`src/hw/rtl/e2r_pkg.sv`:
```
// ----------------------------------------------------------------------------
// e2r_pkg
// Shared constants, types and rounding helpers for the Euler rotation block.
// ----------------------------------------------------------------------------
`default_nettype none

package e2r_pkg;

   localparam int TRIG_FRAC_BITS = 14;
   localparam int ANGLE_W        = 16;
   localparam int ELEM_W         = 16;
   localparam int TRIG_W         = TRIG_FRAC_BITS + 2;
   localparam int PROD_W         = 2 * TRIG_W;
   localparam int SUM_W          = PROD_W + 1;

   // angle units: 1/64 degree
   localparam int HALF_TURN_DEG  = 180;
   localparam int UNITS_PER_DEG  = 64;
   localparam int HALF_UNITS     = HALF_TURN_DEG * UNITS_PER_DEG;
   localparam int FULL_UNITS     = 2 * HALF_UNITS;
   localparam int QUARTER_UNITS  = FULL_UNITS / 4;
   localparam int EIGHTH_UNITS   = FULL_UNITS / 8;
   localparam int RED_W          = 15;
   localparam int OCT_W          = 12;

   // pi in Q2.62, cut to 50 fractional bits, split over the half-turn divisor
   localparam logic [63:0] PI_Q62 = 64'hC90FDAA22168C234;
   localparam logic [63:0] PI_Q50 = PI_Q62 >> 12;
   localparam logic [63:0] PI_QUO = PI_Q50 / HALF_UNITS;
   localparam logic [63:0] PI_REM = PI_Q50 % HALF_UNITS;
   localparam int          QUO_W  = 40;
   localparam int          REM_W  = 14;
   localparam int          HI_W   = QUO_W + OCT_W;
   localparam int          LO_W   = REM_W + OCT_W;

   // remainder divide: 11520 = 256 * 45, exact reciprocal for 18-bit values
   localparam int          DIV_PRE_SHIFT = 8;
   localparam int          DIV_ODD       = HALF_UNITS / 256;
   localparam int          DIV_N         = LO_W - DIV_PRE_SHIFT;
   localparam int          DIV_L         = 6;
   localparam logic [63:0] DIV_M         =
      ((64'd1 << (DIV_N + DIV_L)) + DIV_ODD - 1) / DIV_ODD;
   localparam int          DIV_M_W       = DIV_N + 1;

   localparam int SERIES_TERMS = 7;
   localparam int SC_LAT       = 6 + 3 * SERIES_TERMS + 1;
   localparam int VLD_LEN      = SC_LAT + 4;

   localparam int QUEUE_DEPTH  = 4;
   localparam int QUEUE_AW     = 2;

   localparam logic signed [SUM_W-1:0] HALF_LSB = SUM_W'(1) << (TRIG_FRAC_BITS - 1);
   localparam logic signed [SUM_W-1:0] ONE_POS  = SUM_W'(1) << TRIG_FRAC_BITS;
   localparam logic signed [SUM_W-1:0] ONE_NEG  = -ONE_POS;

   typedef struct packed {
      logic [RED_W-1:0] ax;
      logic [RED_W-1:0] ay;
      logic [RED_W-1:0] az;
   } angle_set_type;

   // round half up (towards +inf) to TRIG_FRAC_BITS fractional bits
   function automatic logic signed [SUM_W-1:0] frac_round(
      input logic signed [SUM_W-1:0] v);
      frac_round = (v + HALF_LSB) >>> TRIG_FRAC_BITS;
   endfunction

   function automatic logic [ELEM_W-1:0] sat_unit(input logic signed [SUM_W-1:0] v);
      logic signed [SUM_W-1:0] c;
      c = v;
      if (v > ONE_POS) begin
         c = ONE_POS;
      end else if (v < ONE_NEG) begin
         c = ONE_NEG;
      end
      sat_unit = c[ELEM_W-1:0];
   endfunction

endpackage

`default_nettype wire

```
`src/hw/rtl/e2r_queue.sv`:
```
// ----------------------------------------------------------------------------
// e2r_queue
// Short FIFO between the input side and the trig/matrix pipeline.
// ----------------------------------------------------------------------------
`default_nettype none

module e2r_queue import e2r_pkg::*; (
   input  wire logic    clock,
   input  wire logic    reset,
   input  wire logic    push,
   input  angle_set_type push_item,
   output logic         full,
   input  wire logic    pop,
   output angle_set_type head,
   output logic         head_valid
);

   angle_set_type         slot_ff [QUEUE_DEPTH];
   logic [QUEUE_AW-1:0]   wr_ptr_ff, rd_ptr_ff;
   logic [QUEUE_AW:0]     count_ff, count_in;

   assign full       = (count_ff == (QUEUE_AW+1)'(QUEUE_DEPTH));
   assign head_valid = (count_ff != '0);
   assign head       = slot_ff[rd_ptr_ff];

   always_comb begin
      count_in = count_ff;
      if (push && !pop) begin
         count_in = count_ff + 1'b1;
      end else if (pop && !push) begin
         count_in = count_ff - 1'b1;
      end
   end

   always_ff @(posedge clock) begin
      if (reset) begin
         wr_ptr_ff <= '0;
         rd_ptr_ff <= '0;
         count_ff  <= '0;
      end else begin
         if (push) wr_ptr_ff <= wr_ptr_ff + 1'b1;
         if (pop)  rd_ptr_ff <= rd_ptr_ff + 1'b1;
         count_ff <= count_in;
      end
      if (push) slot_ff[wr_ptr_ff] <= push_item;
   end

   a_count_bound: assert property (@(posedge clock) disable iff (reset)
      count_ff <= (QUEUE_AW+1)'(QUEUE_DEPTH))
      else $error("queue count beyond depth");

   a_no_pop_empty: assert property (@(posedge clock) disable iff (reset)
      pop |-> head_valid)
      else $error("queue popped while empty");

endmodule

`default_nettype wire

```
`config.mk`:
```
export PLATFORM = sky130hd
export DESIGN_NAME = e2r_queue
export DESIGN_NICKNAME = d
export VERILOG_FILES = /design/src/hw/rtl/e2r_pkg.sv /design/src/hw/rtl/e2r_queue.sv
export SDC_FILE = /design/constraint.sdc
export NUM_CORES = 1
export LEC_CHECK = 0
export ABC_CLOCK_PERIOD_IN_PS = 2110
export BUFFER_PORTS_ARGS = -buffer_cell sky130_fd_sc_hd__buf_2
export CELL_PAD_IN_SITES_DETAIL_PLACEMENT = 2
export CELL_PAD_IN_SITES_GLOBAL_PLACEMENT = 2
export CORE_ASPECT_RATIO = 0.6
export CORE_MARGIN = 2
export CORE_UTILIZATION = 40
export CTS_CLUSTER_SIZE = 14
export DETAILED_ROUTE_END_ITERATION = 10
export MAX_ROUTING_LAYER = met4
export PLACE_DENSITY = 0.77
export SLEW_MARGIN = 40
export SYNTH_ARGS = -nofsm -noshare
export SYNTH_HDL_FRONTEND = slang
export SYNTH_SLANG_ARGS = --single-unit
```
`constraint.sdc`:
```
create_clock -name clock -period 2.11 [get_ports clock]
set_input_delay 0.3165 -clock clock [delete_from_list [all_inputs] [get_ports clock]]
set_output_delay 0.3165 -clock clock [all_outputs]
set_load 0.05 [all_outputs]
```
==> qor.txt <==
post-detailed-route wirelength per cell = 25.0 um
die height = 106 um
clock root buffer master = clkbuf_16
cell family contributing the most delay on the critical path = multiplexers
synthesized-area fraction occupied by adder cells = 1.18%
total number of vias = 3,218
endpoint class of the critical path = output pin
element type at the critical path start = flip-flop
WS Path Type = reg2out
largest net degree at the start of global routing = 46
HPWL reported at the end of detailed placement = 9650 um
run status = finished with violations
number of synthesized register bits = 189
H-Tree Level Count = 4
Int Power = 0.00662 W
sequential fraction of the synthesis area = 80.0%
combined global-route utilization of all metal layers = 18.3%
starting density of the core = 40.8%
buffers and inverters on the worst path = 3
area of the die = 18,600 um2
setup slack after layout = -0.00978 ns
antenna violations before repair = 1
XOR/XNOR share of the synthesized area = 0.627%
Peak Freq = 472 MHz
Synth area leaders = edfxtp_1, mux4_2, dfxtp_1
fraction of met3 tracks used by global routing = 5.22%
Util after Layout = 51.4%
placeable core region = 17,100 um2
cell type with the largest total area after synthesis = edfxtp_1
critical path cell sequence = buf_6 -> clkbuf_16 -> mux4_2 -> buf_6
clock tree from TritonCTS = yes
Placed Area = 7800 um2
global route total overflow = 0
number of filler instances in the final layout = 1,506
# DRC = 0
number of global-route vias before repair = 3,654
cts bufs inserted = 17
hold path startpoint = push_item[4]
final wirelength = 16,200 um
drt pass-1 iters = 4
mux cell area share after synthesis = 15.1%
final setup violating endpoints = 2
Synth Area in Compound Gates = 0.143%
Worst Path Max Fanout = 5
max-cap viol count = 0
post-synthesis cell area = 6980 um2
combinational family with the most area after synthesis = multiplexers
largest clock skew in the final design = 0.0102 ns
relative slew slack = 79.8%
share of total power consumed by net switching = 27.3%
instance count of the mapped netlist = 279
startpoint of the lowest-slack register-to-register path = count_ff[0]
Starting DRT DRC Count = 220
Cell Pwr Density = 1030 nW/um2
TritonCTS Sinks = 189
average footprint of a synthesized cell = 25.0 um2
Worst-Margin Slew = 0.303 ns
clk_lat worst skew = 0.43 ns
fraction of power consumed by sequential logic = 48.1%
area added between synthesis and finish = 26.2%
fraction of power consumed by combinational cells = 17.3%
I/O Pins = 96
leakage power figure = 3.00 nW
arrival time worst endpoint = 1.80 ns
share of synthesized cell area in and, or, nand and nor gates = 1.07%
violations in the final reports = setup timing
Yosys warnings = 0
busiest layer in global routing = met2
power dissipated by switching net loads = 0.00248 W
post-synth top area share = 77.4%
share of final-layout standard cells stronger than drive strength 1 = 47.3%
Unique masters post-synth = 22
Slew Limit Fails = 0
number of placement rows = 37
met1 routing resource usage after global routing = 22.7%
clk slew on worst S/H paths = 0.08 ns
critical path's most frequent cell = buf_6
hold violation total from the final report = 0
Fin Setup TNS = -0.0142 ns
highest-delay cell along the critical path = mux4_2
met2 Usage GRT = 29.8%
min Tclk post-route = 2.12 ns
Horiz. Die Dim = 175 um
clock share of power = 34.6%
part of the cycle the worst path needs = 100%
RSZ-0062 raised after global routing = yes
# nets final = 456
required time worst endpoint = 1.79 ns
worst min-delay path class = in2reg
number of nets in the synthesized netlist = 334
peak ir drop on the vdd network = 0.000564 V
deepest clock path buffer count = 2
remaining antenna violation count = 0
Final Wtd Congestion = 0.733
area of all placed cells without fillers = 8810 um2
largest stage delay on the critical path = 0.53 ns
mean number of vias per cell = 4.96
count of buffers from port buffering = 95
wire length of the first global-routing pass = 23,400 um
[state kept, by name (all words and copies together) (netlist names), named ones only]
register   count
rd_ptr_ff      2
count_ff       3
wr_ptr_ff      2
slot_ff      180
[power groups by stage]
stage / sequential (W) / clock [W] / combinational [W]
floorplan: 0.00442 / 0 / 0.000962
global placement: 0.00444 / 0 / 0.00126
detailed placement: 0.00446 / 0 / 0.00131
CTS: 0.00438 / 0.00320 / 0.00153
global route: 0.00439 / 0.00334 / 0.00166
finish: 0.00437 / 0.00315 / 0.00157
[placed cells by master (no fill, tap or decap), types with 2 or more instances in the layout]
master      instances
dfxtp_1             7
clkinvlp_4          3
edfxtp_1          180
inv_6               3
buf_4               3
clkinv_4            3
or3_1               2
mux2i_1             2
xor2_1              3
inv_1               4
ha_1                5
buf_6              46
xnor2_1             2
clkbuf_16          20
buf_12              8
inv_8               2
buf_2              50
nor2_1              7
and2_2              4
mux4_2             45
buf_8               4
[final timing paths]
check,cells past startpoint,slack (ns),to
max,4,-0.01,head[35]
min,1,0.10,slot_ff[1][4]
max reg2reg,4,0.61,count_ff[2]
min reg2reg,2,0.53,count_ff[2]
[logic make-up (layout without fill, tap and decap cells)]
| family | after synthesis | in the layout |
|---|---|---|
| DFF | 189 | 189 |
| muxes | 47 | 47 |
| and+or+nand+nor | 15 | 15 |
| buffers and inverters | 15 | 150 |
| adders and majority gates | 6 | 6 |
| xor gates and xnor gates | 5 | 5 |
| AOI/OAI and AO/OA | 2 | 2 |
| other | 0 | 1 |
[layer usage]
layer,wire length (um),vias to the layer above
met4,183,0
li1,-,1424
met3,799,16
met2,8220,82
met5,0,-
met1,7020,1696
[cell usage after synthesis, drive strengths merged]
library cell	n
edfxtp	180
mux4	45
buf	9
dfxtp	9
nor2	7
ha	5
and2	4
inv	4
xor2	3
clkbuf	2
mux2i	2
or3	2
xnor2	2
a21oi	1
fa	1
nand2	1
nor3b	1
o21ai	1
[through the flow]
step / instances / power (W) / hold slack (ns) / setup slack, ns
6_report: 649 / 0.00910 / 0.102 / -0.00978
5_1_grt: 649 / 0.00938 / 0.0902 / -0.0689
4_1_cts: 643 / 0.00910 / 0.0876 / -0.0765
3_5_place_dp: 606 / 0.00577 / 0.520 / 0.238
3_3_place_gp: 606 / 0.00570 / 0.484 / 0.301
2_1_floorplan: 279 / 0.00539 / 0.415 / 0.0805
[area by class of cell]
cell class / count / area [um2] / area share (%)
clock buffer: 19 / 443 / 5.03
tap: 234 / 293 / 3.32
clock inverter: 13 / 133 / 1.51
timing repair buffer: 114 / 1090 / 12.3
antenna: 1 / 2.50 / 0.0284
inverter: 4 / 15.0 / 0.170
multi-input combinational: 75 / 1250 / 14.2
sequential: 189 / 5590 / 63.4
[what timing repair did]
action,in CTS,in global routing
gates cloned,1,3
hold buffers,0,0
buffers inserted,4,3
endpoints found under the setup margin,41,41
resized for setup,90,17
(Power assumes the default switching activity.)
