File: src/hw/rtl/e2r_pkg.sv
// ----------------------------------------------------------------------------
// e2r_pkg
// Shared constants, types and rounding helpers for the Euler rotation block.
// ----------------------------------------------------------------------------
`default_nettype none

package e2r_pkg;

   localparam int TRIG_FRAC_BITS = 14;
   localparam int ANGLE_W        = 16;
   localparam int ELEM_W         = 16;
   localparam int TRIG_W         = TRIG_FRAC_BITS + 2;
   localparam int PROD_W         = 2 * TRIG_W;
   localparam int SUM_W          = PROD_W + 1;

   // angle units: 1/64 degree
   localparam int HALF_TURN_DEG  = 180;
   localparam int UNITS_PER_DEG  = 64;
   localparam int HALF_UNITS     = HALF_TURN_DEG * UNITS_PER_DEG;
   localparam int FULL_UNITS     = 2 * HALF_UNITS;
   localparam int QUARTER_UNITS  = FULL_UNITS / 4;
   localparam int EIGHTH_UNITS   = FULL_UNITS / 8;
   localparam int RED_W          = 15;
   localparam int OCT_W          = 12;

   // pi in Q2.62, cut to 50 fractional bits, split over the half-turn divisor
   localparam logic [63:0] PI_Q62 = 64'hC90FDAA22168C234;
   localparam logic [63:0] PI_Q50 = PI_Q62 >> 12;
   localparam logic [63:0] PI_QUO = PI_Q50 / HALF_UNITS;
   localparam logic [63:0] PI_REM = PI_Q50 % HALF_UNITS;
   localparam int          QUO_W  = 40;
   localparam int          REM_W  = 14;
   localparam int          HI_W   = QUO_W + OCT_W;
   localparam int          LO_W   = REM_W + OCT_W;

   // remainder divide: 11520 = 256 * 45, exact reciprocal for 18-bit values
   localparam int          DIV_PRE_SHIFT = 8;
   localparam int          DIV_ODD       = HALF_UNITS / 256;
   localparam int          DIV_N         = LO_W - DIV_PRE_SHIFT;
   localparam int          DIV_L         = 6;
   localparam logic [63:0] DIV_M         =
      ((64'd1 << (DIV_N + DIV_L)) + DIV_ODD - 1) / DIV_ODD;
   localparam int          DIV_M_W       = DIV_N + 1;

   localparam int SERIES_TERMS = 7;
   localparam int SC_LAT       = 6 + 3 * SERIES_TERMS + 1;
   localparam int VLD_LEN      = SC_LAT + 4;

   localparam int QUEUE_DEPTH  = 4;
   localparam int QUEUE_AW     = 2;

   localparam logic signed [SUM_W-1:0] HALF_LSB = SUM_W'(1) << (TRIG_FRAC_BITS - 1);
   localparam logic signed [SUM_W-1:0] ONE_POS  = SUM_W'(1) << TRIG_FRAC_BITS;
   localparam logic signed [SUM_W-1:0] ONE_NEG  = -ONE_POS;

   typedef struct packed {
      logic [RED_W-1:0] ax;
      logic [RED_W-1:0] ay;
      logic [RED_W-1:0] az;
   } angle_set_type;

   // round half up (towards +inf) to TRIG_FRAC_BITS fractional bits
   function automatic logic signed [SUM_W-1:0] frac_round(
      input logic signed [SUM_W-1:0] v);
      frac_round = (v + HALF_LSB) >>> TRIG_FRAC_BITS;
   endfunction

   function automatic logic [ELEM_W-1:0] sat_unit(input logic signed [SUM_W-1:0] v);
      logic signed [SUM_W-1:0] c;
      c = v;
      if (v > ONE_POS) begin
         c = ONE_POS;
      end else if (v < ONE_NEG) begin
         c = ONE_NEG;
      end
      sat_unit = c[ELEM_W-1:0];
   endfunction

endpackage

`default_nettype wire

File: src/hw/rtl/e2r_front.sv
// ----------------------------------------------------------------------------
// e2r_front
// Input register: takes angle triples and reduces each modulo a full turn.
// ----------------------------------------------------------------------------
`default_nettype none

module e2r_front import e2r_pkg::*; (
   input  wire logic                      clock,
   input  wire logic                      reset,
   input  wire logic                      req_valid,
   output logic                           req_stall,
   input  wire logic signed [ANGLE_W-1:0] req_angle_x,
   input  wire logic signed [ANGLE_W-1:0] req_angle_y,
   input  wire logic signed [ANGLE_W-1:0] req_angle_z,
   input  wire logic                      queue_full,
   output logic                           push,
   output angle_set_type                  push_item
);

   logic          valid_ff, valid_in;
   angle_set_type item_ff, item_in;

   function automatic logic [RED_W-1:0] reduce(input logic signed [ANGLE_W-1:0] v);
      logic signed [ANGLE_W+1:0] vv;
      logic signed [ANGLE_W+1:0] r;
      vv = (ANGLE_W+2)'(v);
      if (vv < -(ANGLE_W+2)'(FULL_UNITS)) begin
         r = vv + (ANGLE_W+2)'(2 * FULL_UNITS);
      end else if (vv < 0) begin
         r = vv + (ANGLE_W+2)'(FULL_UNITS);
      end else if (vv >= (ANGLE_W+2)'(FULL_UNITS)) begin
         r = vv - (ANGLE_W+2)'(FULL_UNITS);
      end else begin
         r = vv;
      end
      reduce = r[RED_W-1:0];
   endfunction

   assign req_stall = valid_ff & queue_full;
   assign push      = valid_ff & ~queue_full;
   assign push_item = item_ff;

   always_comb begin
      valid_in = valid_ff;
      item_in  = item_ff;
      if (!req_stall) begin
         valid_in   = req_valid;
         item_in.ax = reduce(req_angle_x);
         item_in.ay = reduce(req_angle_y);
         item_in.az = reduce(req_angle_z);
      end
   end

   always_ff @(posedge clock) begin
      if (reset) begin
         valid_ff <= 1'b0;
      end else begin
         valid_ff <= valid_in;
      end
      item_ff <= item_in;
   end

endmodule

`default_nettype wire

File: config.mk
export PLATFORM = sky130hd
export DESIGN_NAME = e2r_front
export DESIGN_NICKNAME = d
export VERILOG_FILES = /design/src/hw/rtl/e2r_pkg.sv /design/src/hw/rtl/e2r_front.sv
export SDC_FILE = /design/constraint.sdc
export NUM_CORES = 1
export LEC_CHECK = 0
export BUFFER_PORTS_ARGS = -buffer_cell sky130_fd_sc_hd__buf_2
export CAP_MARGIN = 10
export CORE_MARGIN = 5
export CORE_UTILIZATION = 53
export DETAILED_ROUTE_END_ITERATION = 10
export PLACE_DENSITY = 0.85
export SETUP_SLACK_MARGIN = 0.4
export SLEW_MARGIN = 20
export SYNTH_ARGS = -nofsm -noshare
export SYNTH_HDL_FRONTEND = slang
export SYNTH_SLANG_ARGS = --single-unit
File: constraint.sdc
create_clock -name clock -period 4.2 [get_ports clock]
set_input_delay 0.42 -clock clock [delete_from_list [all_inputs] [get_ports clock]]
set_output_delay 0.42 -clock clock [all_outputs]
set_load 0.05 [all_outputs]
==> out/summary.md, run 1 <==
Power and ir drop
- maximum vdd drop: 0.000196 V
- power density normalized to cell area: 380 nW/um^2
- leakage dissipation: 1.46 nW

Global route
- antenna violations before repair: 0
- largest net degree at the start of global routing: 47
- vias in the first global route: 2163
- GRT Resource Usage Total: 0.197
- Overflow after GRT: 0
- wire length of the first global-routing pass: 9940 um

Layout
- final core utilization: 0.688
- share of cells above drive strength 1: 0.344
- count of antenna diodes in the layout: 0
- total number of nets in the final design: 400
- area added between synthesis and finish: 24.5%

STA
- worst-case clock skew: 0.00605 ns
- Final setup violation count: 0
- Fmax achieved: 495 MHz
- summed negative setup slack over all endpoints: 0 ns
- unrepaired setup endpoints after global routing: no
- shortest clock period the worst path allows after layout: 2.02 ns
- total count of hold-check failures in the final report: 0
- worst hold slack after final layout: 0.277 ns
- relative slew slack: 0.610
- smallest setup slack after layout: 2.18 ns
- number of pins exceeding their max-slew limit in the final report: 0
- slew of the pin with the lowest slew margin: 0.585 ns
- share of the cycle needed by the critical path after routing: 0.481

CTS
- buffer type at the clock tree root: clkbuf_8
- post-cts gate resize count: 0
- number of CTS-inserted buffers: 5
- TritonCTS clock tree: done
- number of buffers added to fix hold violations after cts: 0
- total number of H-tree levels: 2
- Setup Fix Bufs, Post-CTS: 0
- worst-case clock buffer depth: 2
- Clock Latency Late Sink: 0.29 ns
- Sinks on Clock Net: 46
- Reg clk slew, reported paths: 0.09 ns

Floorplanning
- width of the die: 80.4 um
- row count: 25
- number of primary I/O pins: 99
- initial core utilization: 0.553
- Die Span Y: 80.4 um
- Core Box Area: 4750 um^2
- die area: 6470 um^2

Synthesis
- number of storage elements in the synthesis netlist: 46
- share of synthesized registers carrying an async set or reset: 0
- Net Count, Synth: 304
- Yosys warning total: 0
- number of enable-type register cells in the synthesized netlist: 45
- Post-Syn Area: 2630 um^2
- share of synthesized area occupied by flip-flops and latches: 0.522
- gate count after technology mapping: 234
- Post-Syn Area per Cell: 11.2 um^2
- Post-synth top flop: edfxtp_1
- unique cell type count in the Yosys netlist: 49

Worst setup path
- type of element launching the critical path: primary input
- termination of the worst setup path: push_item[13]
- register-to-register path setup slack: 2.96 ns
- element type at the critical path end: flip-flop
- critical setup path kind: in2reg
- endpoint required time on the critical path: 4.25 ns
- critical register-to-register path startpoint: valid_ff
- endpoint of the worst register-to-register path: push_item[21]
- maximum net fanout on the critical path: 6
- CP arrival: 2.07 ns
- Worst R2R Path Depth: 2
- startpoint of the most critical setup path: req_angle_z[10]

Placement
- pre-CTS setup slack: 1.85 ns
- Detailed Place HPWL: 4970 um
- PortBufs: 98
- Final GP Congestion: 0.897

Drt
- vias: 2231
- Post-route DRC: 0
- post-detailed-routing wire length: 6340 um
- vias per std cell: 5.61
- number of iterations in the first detailed-routing pass: 4
- remaining antenna violation count after routing: 0
- final routed wire length divided by cell count: 15.9 um
- DR iter-0 viols: 124

Run
- Max-Cap Viols: 0

Run status
- result of the run: completed

Hold path
- type of the most critical hold path: in2reg

-- cells in the mapped netlist, drive strengths merged, types with 3 or more instances --
| cell | n | area share |
|---|---|---|
| nor2b | 3 | 0.0071 |
| nand3 | 3 | 0.0057 |
| nor3 | 5 | 0.0095 |
| o21ai | 12 | 0.023 |
| clkbuf | 6 | 0.0086 |
| xnor2 | 5 | 0.017 |
| a21oi | 25 | 0.048 |
| a211oi | 4 | 0.016 |
| nor4 | 6 | 0.017 |
| edfxtp | 45 | 0.51 |
| a21o | 3 | 0.0086 |
| mux2i | 4 | 0.015 |
| nor2 | 13 | 0.019 |
| nor4b | 5 | 0.017 |
| a211o | 3 | 0.010 |
| buf | 4 | 0.012 |
| or3 | 3 | 0.0071 |
| nand4 | 3 | 0.0071 |
| xor2 | 3 | 0.010 |
| inv | 19 | 0.027 |
| nand2 | 10 | 0.014 |
| ha | 18 | 0.086 |
| nand2b | 3 | 0.0071 |
-- cells in the final DEF, fill, tap and decap left out, types with 2 or more instances in the layout --
cell type	Yosys	layout
buf_2	2	98
edfxtp_1	45	45
a21oi_1	25	25
inv_1	19	19
ha_1	18	18
nor2_1	13	13
o21ai_0	12	12
nand2_1	10	9
nor4b_1	5	5
nor4_1	5	5
nor3_1	5	5
xnor2_1	5	5
clkbuf_8	0	5
mux2i_1	4	4
a211o_1	3	3
nand4_1	3	3
a21o_1	3	3
xor2_1	3	3
nand2b_1	3	3
nand3_1	3	3
a211oi_1	3	3
nor2b_1	3	3
or3_1	3	3
a22oi_1	2	2
and2_1	2	2
o211ai_1	2	2
a31oi_1	2	2
a31o_2	2	2
o31ai_1	2	2
clkinvlp_4	0	2
-- layout make-up --
cell class / instances / area [um^2]
fillers: 376 / 1480
flip-flops and latches: 46 / 1370
multi-input cells: 159 / 1130
repair buffers: 99 / 498
well taps: 67 / 83.8
inverters: 19 / 71.3
clock buffers: 5 / 68.8
clock inverters: 3 / 45.0
-- sequential cells by signal (all words and copies together) (netlist names) --
register and flops:
push_item 45, valid_ff 1
-- critical path: stages --
cell and delay, ns:
buf_2 0.14, inv_1 0.12, ha_1 0.15, nor4b_1 0.32, nand4_1 0.23, a21oi_1 0.42, a21oi_1 0.14, xnor2_1 0.14
-- power breakdown --
group	internal [mW]	switching (mW)
Sequential	0.555	0.0104
Clock	0.177	0.150
Combinational	0.0919	0.258
Total	0.823	0.419
-- per-stage QoR --
| stage | cell area (um^2) | power, mW | instances |
|---|---|---|---|
| after floorplan | 2630 | 0.831 | 234 |
| after global placement | 3160 | 0.920 | 390 |
| after detailed placement | 3160 | 0.927 | 390 |
| after CTS | 3270 | 1.25 | 398 |
| after global routing | 3270 | 1.30 | 398 |
| final | 3270 | 1.24 | 398 |
-- layer usage --
metal / wire length (um) / vias to the layer above / global-route usage
met4: 76 / 0 / 0.0574
met1: 2470 / 1044 / 0.224
met5: 0 / - / 0
li1: - / 1076 / -
met2: 3240 / 105 / 0.371
met3: 541 / 6 / 0.0381
-- cell families (layout without fill, tap and decap cells) --
kind of cell | Yosys count | after routing | synth area share
compound gates | 66 | 66 | 0.164
simple gates | 62 | 62 | 0.135
flops | 46 | 46 | 0.522
buf+inv | 29 | 126 | 0.0481
fa+ha+maj | 18 | 18 | 0.0857
xor+xnor | 8 | 8 | 0.0267
mux | 5 | 5 | 0.0195
-- how the worst min path moves through the flow --
stage,endpoint,cells after the start,slack [ns],start
after floorplan,valid_ff,1,0.49,reset
after global placement,valid_ff,2,0.58,reset
after detailed placement,valid_ff,2,0.59,reset
after CTS,valid_ff,2,0.27,reset
after global routing,valid_ff,2,0.26,reset
final,valid_ff,2,0.28,reset
(Power assumes the default switching activity.)
==> inputs of run 2 (changes only) <==
--- a/config.mk
+++ b/config.mk
@@ -8,9 +8,9 @@
 export BUFFER_PORTS_ARGS = -buffer_cell sky130_fd_sc_hd__buf_2
 export CAP_MARGIN = 10
 export CORE_MARGIN = 5
-export CORE_UTILIZATION = 53
+export CORE_UTILIZATION = 49
 export DETAILED_ROUTE_END_ITERATION = 10
-export PLACE_DENSITY = 0.85
+export PLACE_DENSITY = 0.8
 export SETUP_SLACK_MARGIN = 0.4
 export SLEW_MARGIN = 20
 export SYNTH_ARGS = -nofsm -noshare
==> constraint.sdc (replaced) <==
create_clock -name clock -period 2 [get_ports clock]
set_input_delay 0.2 -clock clock [delete_from_list [all_inputs] [get_ports clock]]
set_output_delay 0.2 -clock clock [all_outputs]
set_load 0.05 [all_outputs]
==> run 2 against run 1 <==
Combinational power grew 130%. Register-to-register slack got worse by 2.1 ns. Clock power rose by 57%. Sequential share of layout area decreased by 3.2 points. Critical endpoint is now push_item[43]. Highest routed layer is now met5.
==> out/summary.md, run 2 (synthesized netlist as in run 1, its figures left out) <==
Drt
- vias per std cell: 5.52, -1.6%
- vias: 2290, +2.6%
- number of iterations in the first detailed-routing pass: 6, +2
- final routed wire length divided by cell count: 15.0 um, -5.7%
- DR iter-0 viols: 231, +86%
- Post-route DRC: 0, unchanged
- remaining antenna violation count after routing: 0, unchanged
- post-detailed-routing wire length: 6230 um, -1.7%

CTS
- TritonCTS clock tree: done
- worst-case clock buffer depth: 2, unchanged
- buffer type at the clock tree root: clkbuf_8
- total number of H-tree levels: 2, unchanged
- Reg clk slew, reported paths: 0.07 ns, -0.02 ns
- Clock Latency Late Sink: 0.28 ns, about the same
- Sinks on Clock Net: 46, unchanged
- number of buffers added to fix hold violations after cts: 0, unchanged
- number of CTS-inserted buffers: 5, unchanged

STA
- shortest clock period the worst path allows after layout: 1.59 ns
- worst hold slack after final layout: 0.0662 ns, -0.211 ns
- share of the cycle needed by the critical path after routing: 0.793
- total count of hold-check failures in the final report: 0, unchanged
- unrepaired setup endpoints after global routing: yes
- summed negative setup slack over all endpoints: 0 ns, unchanged
- worst-case clock skew: 0.00870 ns, +0.00265 ns
- number of pins exceeding their max-slew limit in the final report: 0, unchanged
- Final setup violation count: 0, unchanged
- slew of the pin with the lowest slew margin: 0.435 ns, -0.150 ns
- Fmax achieved: 630 MHz
- relative slew slack: 0.706, +0.0960

Run status
- result of the run: completed

Layout
- final core utilization: 0.686, -0.00262
- number of flip-flops under the largest register name: 45, unchanged
- most frequent standard cell in the layout excluding fill and tap cells: buf_2
- share of cells above drive strength 1: 0.429, +0.0846
- area taken by flip-flops and latches: 1370 um^2, unchanged
- Layout Cell Area excl Fill: 3550 um^2, +8.4%
- count of fill cells added during filler insertion: 379, +0.80%
- area of combinational cells with multiple inputs: 1270 um^2, +12%
- total number of nets in the final design: 414, +3.5%
- highest-count cells in the layout ignoring fill and taps: 94 x buf_2, 45 x edfxtp_1, 20 x a21oi_1
- count of antenna diodes in the layout: 0, unchanged
- area added between synthesis and finish: 34.9%

Global route
- largest net degree at the start of global routing: 27, -43%
- wire length of the first global-routing pass: 9830 um, -1.1%
- Overflow after GRT: 0, unchanged
- vias in the first global route: 2075, -4.1%
- GRT Resource Usage Total: 0.169, -0.0281
- antenna violations before repair: 1, +1

Floorplanning
- die area: 6930 um^2, +7.1%
- Die Span Y: 83.2 um, +3.5%
- Core Box Area: 5170 um^2, +8.8%
- width of the die: 83.2 um, +3.5%
- number of primary I/O pins: 99, unchanged
- initial core utilization: 0.508, -0.0447
- row count: 26, +4.0%

Power and ir drop
- power density normalized to cell area: 705 nW/um^2, +86%
- maximum vdd drop: 0.000362 V, +85%
- leakage dissipation: 1.55 nW, +6.7%
- total power draw: 2.50 mW, +100%

Worst setup path
- endpoint required time on the critical path: 2.03 ns, -2.22 ns
- element type at the critical path end: flip-flop
- CP arrival: 1.62 ns, -0.45 ns
- type of element launching the critical path: primary input
- maximum net fanout on the critical path: 9, +3
- critical setup path kind: in2reg
- Worst R2R Path Depth: 2, unchanged

Hold path
- cell depth of the worst min-delay path: 2, unchanged
- type of the most critical hold path: in2reg

Placement
- Final GP Congestion: 0.934, +4.2%
- Detailed Place HPWL: 4790 um, -3.7%
- PortBufs: 98, unchanged
- instance area at placement: 3330 um^2, +5.4%

Run
- Max-Cap Viols: 0, unchanged

## run 2: what timing repair did
action | 4_1_cts | 5_1_grt
hold endpoints to repair | 0 | 0
resized for setup | 6 | 19
pin swaps | 2 | 10
setup buffers | 0 | 4
setup endpoints to repair | 7 | 15
## run 2: worst max-delay path: stages
cell	delay, ns
buf_6	0.15
inv_12	0.04
ha_4	0.15
a211o_1	0.34
a211oi_4	0.34
nor3_1	0.08
a22o_1	0.19
xor2_1	0.13
## run 2: final timing paths
path	start	end	slack (ns)
worst max-delay path	req_angle_x[11]	push_item[43]	0.41
worst min-delay path	reset	valid_ff	0.07
worst max register to register	valid_ff	push_item[17]	0.90
worst min register to register	valid_ff	push_item[44]	0.76
## run 2: per-stage QoR
stage               std cells  setup WS, ns
floorplan                 234         0.343
global placement          403        0.0726
detailed placement        403        0.0243
CTS                       411         0.404
global route              415         0.393
finish                    415         0.413
## run 2: final cells by class
type / count / share of cell area
inverter: 19 / 0.0251
timing repair buffer: 113 / 0.181
clock inverter: 2 / 0.00282
tap: 70 / 0.0247
sequential: 46 / 0.387
clock buffer: 6 / 0.0205
multi-input combinational: 159 / 0.360
## run 2: routing by layer
| metal | wire, um | global-route usage | vias up |
|---|---|---|---|
| li1 | - | - | 1109 |
| met2 | 3030 | 0.276 | 132 |
| met4 | 53 | 0.0371 | 2 |
| met1 | 2540 | 0.223 | 1037 |
| met5 | 11 | 0 | - |
| met3 | 592 | 0.0505 | 10 |
## run 2: where the power goes
part / internal (mW) / switching, mW
logic: 0.234 / 0.566
registers: 1.16 / 0.0216
clock network: 0.242 / 0.271
